## src/hdl/lfulru_pkg.sv

```systemverilog
// Shared types and constants for the LFU cache with LRU tie-break.
// No dependencies; used by lfulru_engine and the top level in hdl/.
package lfulru_pkg;

  localparam int SLOTS  = 16;
  localparam int SLOT_W = (SLOTS > 1) ? $clog2(SLOTS) : 1;
  localparam int CNT_W  = $clog2(SLOTS + 1);
  localparam int KEY_W  = 32;
  localparam int DATA_W = 32;
  localparam int USES_W = 32;
  localparam int AGE_W  = SLOT_W;
  localparam int CAP_W  = 5;

  localparam logic FUNC_GET = 1'b0;
  localparam logic FUNC_PUT = 1'b1;

  typedef enum logic [1:0] {
    ST_IDLE,
    ST_SCAN,
    ST_DECIDE,
    ST_UPDATE
  } state_t;

  // One cache slot as held in the slot RAM.
  typedef struct packed {
    logic [KEY_W-1:0]  key;
    logic [DATA_W-1:0] data;
    logic [USES_W-1:0] uses;
    logic [AGE_W-1:0]  age;
  } slot_entry_t;

  localparam int ENTRY_W = $bits(slot_entry_t);

  // Write request into the slot RAM.
  typedef struct packed {
    logic              en;
    logic [SLOT_W-1:0] addr;
    slot_entry_t       data;
  } ram_wr_t;

endpackage

```

## src/hdl/lfulru_ram.sv

```systemverilog
// Generic single-write, single-read RAM with registered read data.
// No dependencies.
module lfulru_ram #(
  parameter int WIDTH = 8,
  parameter int DEPTH = 16
) (
  input  logic                                    clk,
  input  logic                                    we,
  input  logic [((DEPTH > 1) ? $clog2(DEPTH) : 1)-1:0] waddr,
  input  logic [WIDTH-1:0]                        wdata,
  input  logic [((DEPTH > 1) ? $clog2(DEPTH) : 1)-1:0] raddr,
  output logic [WIDTH-1:0]                        rdata
);

  logic [WIDTH-1:0] mem [DEPTH];

  always_ff @(posedge clk) begin
    if (we) begin
      mem[waddr] <= wdata;
    end
    rdata <= mem[raddr];
  end

endmodule

```

## src/hdl/lfulru_engine.sv

```systemverilog
// Request sequencer: scan pass, decision, age-update pass over the slot RAM.
// Depends on lfulru_pkg; drives an external lfulru_ram instance.
module lfulru_engine (
  input  logic                             clk,
  input  logic                             rst,
  input  logic                             start,
  input  logic                             func,
  input  logic signed [31:0]               lookup_key,
  input  logic signed [31:0]               store_value,
  input  logic [lfulru_pkg::CNT_W-1:0]     cap_eff,
  output logic                             busy,
  output logic                             done,
  output logic                             hit,
  output logic signed [31:0]               read_value,
  output logic [lfulru_pkg::SLOT_W-1:0]    ram_raddr,
  input  lfulru_pkg::slot_entry_t          ram_rdata,
  output lfulru_pkg::ram_wr_t              ram_wr
);

  lfulru_pkg::state_t state, state_next;

  logic [lfulru_pkg::CNT_W-1:0]  cnt, cnt_next;
  logic                          rd_vld;
  logic [lfulru_pkg::SLOT_W-1:0] rd_slot;

  logic                          op_func;
  logic [lfulru_pkg::KEY_W-1:0]  op_key;
  logic [lfulru_pkg::DATA_W-1:0] op_value;

  logic                          m_found;
  logic [lfulru_pkg::SLOT_W-1:0] m_slot;
  logic [lfulru_pkg::DATA_W-1:0] m_data;
  logic [lfulru_pkg::USES_W-1:0] m_uses;
  logic [lfulru_pkg::AGE_W-1:0]  m_age;

  logic                          v_found;
  logic [lfulru_pkg::SLOT_W-1:0] v_slot;
  logic [lfulru_pkg::USES_W-1:0] v_uses;
  logic [lfulru_pkg::AGE_W-1:0]  v_age;

  logic [lfulru_pkg::SLOTS-1:0]  used;
  logic [lfulru_pkg::CNT_W-1:0]  entries;
  logic [lfulru_pkg::SLOT_W-1:0] tgt;
  logic                          ins_r;
  logic                          evict_r;

  logic                          done_next;
  logic                          hit_next;
  logic [31:0]                   read_value_next;

  // decision terms
  logic                          cap_zero;
  logic                          do_insert;
  logic                          do_evict;
  logic                          do_change;
  logic [lfulru_pkg::SLOTS-1:0]  used_post;
  logic [lfulru_pkg::SLOT_W-1:0] free_slot;
  logic [lfulru_pkg::SLOT_W-1:0] tgt_d;
  lfulru_pkg::slot_entry_t       tgt_entry;
  lfulru_pkg::slot_entry_t       upd_entry;
  logic                          scan_live;

  assign busy      = (state != lfulru_pkg::ST_IDLE);
  assign ram_raddr = cnt[lfulru_pkg::SLOT_W-1:0];
  assign scan_live = rd_vld && used[rd_slot];

  assign cap_zero  = (cap_eff == '0);
  assign do_insert = (op_func == lfulru_pkg::FUNC_PUT) && !m_found && !cap_zero;
  assign do_evict  = do_insert && (entries >= cap_eff) && v_found;
  assign do_change = ((op_func == lfulru_pkg::FUNC_GET) && m_found) ||
                     ((op_func == lfulru_pkg::FUNC_PUT) && !cap_zero);
  assign tgt_d     = m_found ? m_slot : free_slot;

  always_comb begin
    used_post = used;
    if (do_evict) begin
      used_post[v_slot] = 1'b0;
    end
    free_slot = '0;
    for (int i = lfulru_pkg::SLOTS - 1; i >= 0; i--) begin
      if (!used_post[i]) begin
        free_slot = lfulru_pkg::SLOT_W'(i);
      end
    end
  end

  // Entry for the slot being used by this request.
  always_comb begin
    tgt_entry.key  = op_key;
    tgt_entry.data = (op_func == lfulru_pkg::FUNC_PUT) ? op_value : m_data;
    if (do_insert) begin
      tgt_entry.uses = lfulru_pkg::USES_W'(1);
    end else if (m_uses == '1) begin
      tgt_entry.uses = m_uses;
    end else begin
      tgt_entry.uses = m_uses + lfulru_pkg::USES_W'(1);
    end
    tgt_entry.age = '0;
  end

  // Age rework for the other used slots.
  always_comb begin
    upd_entry = ram_rdata;
    if (ins_r) begin
      upd_entry.age = ram_rdata.age + lfulru_pkg::AGE_W'(1)
                      - lfulru_pkg::AGE_W'(evict_r && (ram_rdata.age > v_age));
    end else begin
      upd_entry.age = ram_rdata.age
                      + lfulru_pkg::AGE_W'(ram_rdata.age < m_age);
    end
  end

  always_ff @(posedge clk) begin
    if (rst) begin
      state <= lfulru_pkg::ST_IDLE;
      cnt   <= '0;
      done  <= 1'b0;
    end else begin
      state <= state_next;
      cnt   <= cnt_next;
      done  <= done_next;
    end
  end

  always_comb begin
    state_next      = state;
    cnt_next        = cnt;
    done_next       = 1'b0;
    hit_next        = m_found;
    read_value_next = '0;
    ram_wr          = '0;
    unique case (state)
      lfulru_pkg::ST_IDLE: begin
        if (start) begin
          state_next = lfulru_pkg::ST_SCAN;
          cnt_next   = '0;
        end
      end
      lfulru_pkg::ST_SCAN: begin
        if (cnt == lfulru_pkg::CNT_W'(lfulru_pkg::SLOTS)) begin
          state_next = lfulru_pkg::ST_DECIDE;
        end else begin
          cnt_next = cnt + lfulru_pkg::CNT_W'(1);
        end
      end
      lfulru_pkg::ST_DECIDE: begin
        done_next = 1'b1;
        if (op_func == lfulru_pkg::FUNC_PUT) begin
          read_value_next = '0;
        end else if (m_found) begin
          read_value_next = m_data;
        end else begin
          read_value_next = '1;
        end
        cnt_next = '0;
        if (do_change) begin
          ram_wr.en   = 1'b1;
          ram_wr.addr = tgt_d;
          ram_wr.data = tgt_entry;
          state_next  = lfulru_pkg::ST_UPDATE;
        end else begin
          state_next = lfulru_pkg::ST_IDLE;
        end
      end
      lfulru_pkg::ST_UPDATE: begin
        if (rd_vld && used[rd_slot] && (rd_slot != tgt)) begin
          ram_wr.en   = 1'b1;
          ram_wr.addr = rd_slot;
          ram_wr.data = upd_entry;
        end
        if (cnt == lfulru_pkg::CNT_W'(lfulru_pkg::SLOTS)) begin
          state_next = lfulru_pkg::ST_IDLE;
        end else begin
          cnt_next = cnt + lfulru_pkg::CNT_W'(1);
        end
      end
      default: state_next = lfulru_pkg::ST_IDLE;
    endcase
  end

  // Valid bits and fill count.
  always_ff @(posedge clk) begin
    if (rst) begin
      used    <= '0;
      entries <= '0;
      rd_vld  <= 1'b0;
    end else begin
      rd_vld <= ((state == lfulru_pkg::ST_SCAN) || (state == lfulru_pkg::ST_UPDATE)) &&
                (cnt < lfulru_pkg::CNT_W'(lfulru_pkg::SLOTS));
      if (state == lfulru_pkg::ST_DECIDE && do_insert) begin
        used          <= used_post | (lfulru_pkg::SLOTS'(1) << tgt_d);
        entries       <= entries + lfulru_pkg::CNT_W'(1) - lfulru_pkg::CNT_W'(do_evict);
      end
    end
  end

  // Request capture, scan results, output payload.
  always_ff @(posedge clk) begin
    rd_slot <= cnt[lfulru_pkg::SLOT_W-1:0];
    if (state == lfulru_pkg::ST_IDLE && start) begin
      op_func  <= func;
      op_key   <= lookup_key;
      op_value <= store_value;
      m_found  <= 1'b0;
      v_found  <= 1'b0;
    end
    if (state == lfulru_pkg::ST_SCAN && scan_live) begin
      if (ram_rdata.key == op_key) begin
        m_found <= 1'b1;
        m_slot  <= rd_slot;
        m_data  <= ram_rdata.data;
        m_uses  <= ram_rdata.uses;
        m_age   <= ram_rdata.age;
      end
      if (!v_found || (ram_rdata.uses < v_uses) ||
          ((ram_rdata.uses == v_uses) && (ram_rdata.age > v_age))) begin
        v_found <= 1'b1;
        v_slot  <= rd_slot;
        v_uses  <= ram_rdata.uses;
        v_age   <= ram_rdata.age;
      end
    end
    if (state == lfulru_pkg::ST_DECIDE) begin
      tgt     <= tgt_d;
      ins_r   <= do_insert;
      evict_r <= do_evict;
    end
    if (done_next) begin
      hit        <= hit_next;
      read_value <= read_value_next;
    end
  end

endmodule

```

## src/hdl/lfu_cache_lru_tiebreak_top.sv

```systemverilog
// Top level of the LFU key-value cache with LRU tie-break.
// Depends on lfulru_pkg, lfulru_ram and lfulru_engine.
//
// Channel    Ports                                      Handshake
// ---------  -----------------------------------------  ------------------------------
// request    func, lookup_key, store_value              taken when start & !busy
// result     hit, read_value                            valid for the one cycle of done
// config     capacity_in_use                            written when capacity_we is high
//
// A request that changes state runs a scan pass over the slot RAM, a decide
// state and an update pass before it returns to idle; a get miss or a put with
// capacity zero returns to idle from the decide state. Both passes are set by
// the single read port of the slot RAM. The result strobes out as the decide
// state ends. Reset clears the valid bits, the fill count and the capacity
// (to 16); RAM contents are not cleared. The result side cannot stall; the
// request side sees busy for the whole op.
module lfu_cache_lru_tiebreak_top (
  input  logic                          clk,
  input  logic                          rst,
  // request
  input  logic                          start,
  output logic                          busy,
  input  logic                          func,
  input  logic signed [31:0]            lookup_key,
  input  logic signed [31:0]            store_value,
  // result
  output logic                          done,
  output logic                          hit,
  output logic signed [31:0]            read_value,
  // configuration
  input  logic                          capacity_we,
  input  logic [lfulru_pkg::CAP_W-1:0]  capacity_in_use
);

  logic [lfulru_pkg::CAP_W-1:0]   capacity;
  logic [lfulru_pkg::CNT_W-1:0]   cap_eff;
  logic [lfulru_pkg::SLOT_W-1:0]  ram_raddr;
  lfulru_pkg::slot_entry_t        ram_rdata;
  logic [lfulru_pkg::ENTRY_W-1:0] ram_rdata_bits;
  lfulru_pkg::ram_wr_t            ram_wr;

  // Capacity register; reset value is a full cache of 16.
  always_ff @(posedge clk) begin
    if (rst) begin
      capacity <= lfulru_pkg::CAP_W'(16);
    end else if (capacity_we) begin
      capacity <= capacity_in_use;
    end
  end

  // Capacity above the slot count behaves as the slot count.
  always_comb begin
    if (32'(capacity) > 32'(lfulru_pkg::SLOTS)) begin
      cap_eff = lfulru_pkg::CNT_W'(lfulru_pkg::SLOTS);
    end else begin
      cap_eff = lfulru_pkg::CNT_W'(capacity);
    end
  end

  assign ram_rdata = lfulru_pkg::slot_entry_t'(ram_rdata_bits);

  // Slot RAM: key, value, use count and age rank per slot.
  lfulru_ram #(
    .WIDTH (lfulru_pkg::ENTRY_W),
    .DEPTH (lfulru_pkg::SLOTS)
  ) u_slot_ram (
    .clk   (clk),
    .we    (ram_wr.en),
    .waddr (ram_wr.addr),
    .wdata (ram_wr.data),
    .raddr (ram_raddr),
    .rdata (ram_rdata_bits)
  );

  lfulru_engine u_engine (
    .clk         (clk),
    .rst         (rst),
    .start       (start),
    .func        (func),
    .lookup_key  (lookup_key),
    .store_value (store_value),
    .cap_eff     (cap_eff),
    .busy        (busy),
    .done        (done),
    .hit         (hit),
    .read_value  (read_value),
    .ram_raddr   (ram_raddr),
    .ram_rdata   (ram_rdata),
    .ram_wr      (ram_wr)
  );

endmodule

```

## config.mk

```make
export PLATFORM = sky130hd
export DESIGN_NAME = lfu_cache_lru_tiebreak_top
export DESIGN_NICKNAME = d
export VERILOG_FILES = /design/src/hdl/lfulru_pkg.sv /design/src/hdl/lfulru_ram.sv /design/src/hdl/lfulru_engine.sv /design/src/hdl/lfu_cache_lru_tiebreak_top.sv
export SDC_FILE = /design/constraint.sdc
export NUM_CORES = 2
export LEC_CHECK = 0
export BUFFER_PORTS_ARGS = -buffer_cell sky130_fd_sc_hd__buf_2
export CORE_MARGIN = 1.5
export CORE_UTILIZATION = 45
export CTS_BUF_LIST = sky130_fd_sc_hd__clkbuf_2 sky130_fd_sc_hd__clkbuf_4 sky130_fd_sc_hd__clkbuf_8
export CTS_CLUSTER_DIAMETER = 40
export DETAILED_ROUTE_END_ITERATION = 8
export SETUP_SLACK_MARGIN = 0.3
export SYNTH_ARGS = -nofsm -noshare
export SYNTH_HDL_FRONTEND = slang
export SYNTH_HIERARCHICAL = 1
export SYNTH_SLANG_ARGS = --single-unit
```

## constraint.sdc

```tcl
create_clock -name clk -period 20.7 [get_ports clk]
set_input_delay 6.21 -clock clk [delete_from_list [all_inputs] [get_ports clk]]
set_output_delay 6.21 -clock clk [all_outputs]
set_load 0.005 [all_outputs]
```

Yosys cells after proc, flatten, opt, wreduce, memory -nomap -nowiden:

Memory sizes are Yosys's and may differ from the RTL's. A register that Yosys moved wholly into a read port is not among the register bits.
Cells that the tools add are included.

* add/subtract/negate cells: 7
* multipliers: 0
* div/mod/pow operators: 0
* $lt $le $gt $ge: 9
* eq/ne operators: 12
* shift-type cells: 1
* muxes and demuxes: 48
* bitwise operators: 5
* reduce and logical (&&, ||, !) cells: 31

Operators by type and width (count)
* $mux W105: 2
* $pmux W105 S2: 1
* $mux W32: 4
* $mux W4: 18
* $eq A32 B32 Y1: 2
* $add A32 B1 Y32 const B: 1
* $eq A32 B32 Y1 const B: 1
* $lt A32 B32 Y1: 1
* $and A16 B16 Y16: 1
* $mux W16: 1
* $not A16 Y16: 1
* $or A16 B16 Y16: 1
* $shl A1 B4 Y16 const A: 1
* $logic_and A1 B1 Y1: 15
* $mux W5: 3
* $pmux W5 S3: 1
* $mux W1: 11
* $add A5 B1 Y5 const B: 2
* $lt A4 B5 Y1 const B: 2
* $mux W2: 4
* $pmux W2 S4: 1
* $reduce_and A2 Y1: 3
* $eq A5 B5 Y1 const B: 1
* $ge A5 B5 Y1: 1
* 24 further kinds: 34

* flip-flop bits (word level): 257
* bits in latches: 0
* memory bits (writable): 1600
* ROM bits: 0
* input bits: 74
* output and inout port bits: 35
* word-level logic and storage cells: 139
* memories: 1

Memory list
* u_slot_ram.mem: words 16, width 100, read ports 1, clocked after memory_dff 1, write ports 1, line lfulru_ram.sv:15 `logic [WIDTH-1:0] mem [DEPTH];`

Longest topological paths before layout:

* word-level depth: 29
* gate-level depth with buffers: 17
* mapped depth without buffers: 17

Cells and area by module:

The synthesis kept the hierarchy.

By module, submodules not included
* lfulru_ram: instances 1, cells an instance 2560, area an instance 61778.0 um^2, sequential area each 50048.0 um^2
* lfulru_engine: instances 1, cells an instance 1120, area an instance 12708.4 um^2, sequential area each 7206.9 um^2
* lfu_cache_lru_tiebreak_top: instances 1, cells an instance 21, area an instance 217.7 um^2, sequential area each 100.1 um^2

Worst setup path before layout:

OpenSTA, ideal clock, no wires.

* kind: reg-to-reg
* start: register capacity[4] (netlist bit)
* end: memory u_slot_ram/mem[0][0] (netlist bit) (enable)
* arrival time: 10.017 ns
* slack: 10.002 ns
* cell stages (with the launch flop): 14
* buffers on the path: 1
* clock period less this slack: 10.698 ns
* path through: dfxtp_1 and2b_1 inv_1 ha_1 a21oi_1 o21ai_0 a31oi_1 clkbuf_1 nor3_1 or3_1 a32oi_1 o21ai_0 or3b_2 nor3_1

RTL lines
* start: declaration: line lfu_cache_lru_tiebreak_top.sv:35 `logic [lfulru_pkg::CAP_W-1:0] capacity;`
* start signal: assignment: line lfu_cache_lru_tiebreak_top.sv:45 `capacity <= lfulru_pkg::CAP_W'(16);`
* start signal: assignment: line lfu_cache_lru_tiebreak_top.sv:47 `capacity <= capacity_in_use;`
* end: declaration: line lfulru_ram.sv:15

Worst setup path after layout:

* start: register u_engine.state[1]
* end: output port busy

* word-level cells in the longest chain between the ends: 1

Ends and longest elaborated chain
* start: declaration: line lfulru_engine.sv:20 `lfulru_pkg::state_t state, state_next;`
* start signal: assignment: line lfulru_engine.sv:115 `state <= lfulru_pkg::ST_IDLE;`
* start signal: assignment: line lfulru_engine.sv:119 `state <= state_next;`
* $reduce_bool A2 Y1: line lfulru_engine.sv:63 `assign busy = (state != lfulru_pkg::ST_IDLE);`
* end: declaration: line lfu_cache_lru_tiebreak_top.sv:22 `output logic busy,`

No other way between the ends.

==> metrics <==
outcome=complete, but fails checks; violated checks=DRC; M1 wire length=approximately 75 mm; RSZ-0062 raised after global routing=no; relative slew slack=0.220; Skew-Pair Late Insertion Delay=1.03 ns; endpoints failing setup=0; Final Hold Slack=between 0.4 and 0.5 ns; Die Ht=roughly 410 um; initial antenna violation count=7; Worst setup EP type=output pin; Avg WL per Cell=between 20 and 30 um; Period minus WS final=7.93 ns; Worst Path Arrival=1.72 ns; met2 routed WL=about 84 mm; global route total overflow=0; I/O pin cnt=about 110; asr flop ratio synth=0; global-route wire length before repair=~250 mm; postcts setup bufs=0; gr usage total=0.206; Synth Warn #=6; Setup WS post-layout=12.77 ns; dpl cell area=roughly 80000 um^2; synthesized area=74700 um^2; residual DRC count=2; Reg clk slew, reported paths=about 0.060 ns; CORE AREA=approximately 160000 um^2; die width=roughly 410 um; HPWL after DPL=82.3 mm; clock skew=0.0671 ns; Detailed Routing Iterations Pass 1=7; max_cap viols=0; IO buf count=108; Syn Nets=3833; Synth Flop Type=edfxtp_1; initial core utilization=0.453; CTS tree=done; vias in the first global route=roughly 39000; row cnt=roughly 150; register area share after synthesis=0.768; CTS H-tree depth=5; DRT iter0 DRCs=~4000; CTS Root Cell=clkbuf_8; clock tree buffer depth=4; area delta synth->final=14.1%; pin count of the biggest net entering global routing=114; Peak supply drop=about 70 uV; post-cts sizing count=0; Worst EP required=around 14 ns; Final Hold Fails=0; Total Neg Setup Slack=0 ns; Final Wtd Congestion=between 0.8 and 0.9; most common cell after layout, fill and taps aside=edfxtp_1; crit path kind=flop to output pin; PwrDens=93.6 nW/um^2; met3 wire len=about 11 mm; Final nets=~4200; Num Clock Sinks=around 2000; Total Wirelength=about 170 mm; post-cts hold buffer count=0; share of layout cells above drive strength 1=0.284; Leakage=roughly 31 nW; crit-path max FO=6; EDFF count, synth=1816; Critical Path Start Type=flop; Slew Limit Fails=0; Routed Antenna Nets=0; Avg Cell Area, Syn=20.2 um^2; Cell variety after synth=69; post-route design area=roughly 85000 um^2; #FFs+latches synth=just under 2000; Least-Margin Pin Slew=roughly 1.2 ns; Fill cells=around 13000; pre-CTS setup slack=between 10 and 15 ns; Top Layer Used=met5; CTS Buf Count=344; fin crit share=0.383; via count=approximately 37000; Max Clock Freq=~0.13 GHz; path type of the worst min-delay path=flop to flop; most frequent cells in the layout=1816 x edfxtp_1, 405 x mux4_2, 379 x clkbuf_8; full die area=168000 um^2; routed vias/inst=approximately 5.7; post-synthesis cell count=between 3000 and 4000
[power breakdown]
group | total [mW] | switching, mW | internal, mW
registers | 4.29 | 0.0162 | 4.28
logic | 0.139 | 0.0729 | 0.0657
clock network | 3.55 | 1.53 | 2.02
total | 7.98 | 1.62 | 6.36
[layer usage]
layer	vias to the layer above	GRT usage
met1	19868	0.293
met3	240	0.0368
li1	16006	-
met4	2	0.0545
met2	1345	0.328
met5	-	0
[final cells by class]
cell class | instances | area, um^2 | share of cell area
diodes | 1 | 2.50 | 0.0000294
clock buffers | 477 | 5950 | 0.0698
clock inverters | 131 | 952 | 0.0112
inverters | 99 | 374 | 0.00439
multi-input cells | 1462 | 16200 | 0.191
flip-flops and latches | 1957 | 57400 | 0.673
well taps | 2189 | 2740 | 0.0321
repair buffers | 237 | 1620 | 0.0190
[per-stage QoR]
stage	total power, mW	instances	utilization
6_report	7.98	6553	0.517
2_1_floorplan	4.48	3701	-
5_1_grt	8.23	6553	0.517
4_1_cts	8.06	6552	0.517
3_3_place_gp	4.52	5944	0.475
3_5_place_dp	4.52	5944	0.475
[cell usage after synthesis, drive strengths merged, types with 56 or more instances]
| library cell | number | area share |
|---|---|---|
| inv | 99 | 0.0050 |
| nand2 | 226 | 0.011 |
| clkbuf | 92 | 0.0046 |
| mux4 | 405 | 0.12 |
| nor2 | 62 | 0.0031 |
| a22oi | 201 | 0.020 |
| dfxtp | 141 | 0.038 |
| edfxtp | 1816 | 0.73 |
| xor2 | 56 | 0.0066 |
| ha | 58 | 0.0097 |
| o21ai | 90 | 0.0062 |
| buf | 91 | 0.0077 |
| a21oi | 56 | 0.0038 |
[flip-flops by register name, indices dropped and copies added (netlist names), 5 cells and up]
| signal | flops |
|---|---|
| u_slot_ram/mem | 1600 |
| u_slot_ram/rdata | 100 |
| u_engine/m_data | 32 |
| u_engine/m_uses | 32 |
| u_engine/op_key | 32 |
| u_engine/op_value | 32 |
| u_engine/read_value | 32 |
| u_engine/v_uses | 32 |
| u_engine/used | 16 |
| capacity | 5 |
| u_engine/cnt | 5 |
| u_engine/entries | 5 |
[cells by family after synthesis]
| logic type | Yosys count | synth area share |
|---|---|---|
| flip-flops | 1957 | 0.768 |
| AO/OA/AOI/OAI | 458 | 0.0428 |
| multiplexers | 447 | 0.128 |
| AND/OR/NAND/NOR | 425 | 0.0260 |
| buffers and inverters | 282 | 0.0173 |
| XOR/XNOR | 74 | 0.00868 |
| adder cells (fa/ha/maj) | 58 | 0.00971 |
[worst max-delay path, cell delays in order, from the launching register on]
cell	delay [ns]
dfxtp_1	0.36
nor2_1	0.16
inv_1	0.06
buf_2	0.15
[worst paths after layout]
kind                            cells after the start                  from               endpoint  slack, ns
worst min register to register                      0  u_slot_ram/rdata[47]    u_engine/m_data[11]       0.41
worst max-delay path                                3     u_engine/state[1]                   busy      12.77
worst min-delay path                                0  u_slot_ram/rdata[47]    u_engine/m_data[11]       0.41
worst max register to register                     16           capacity[4]  u_slot_ram/mem[3][83]      13.37
Note: power is estimated with default switching activity, not from simulation.
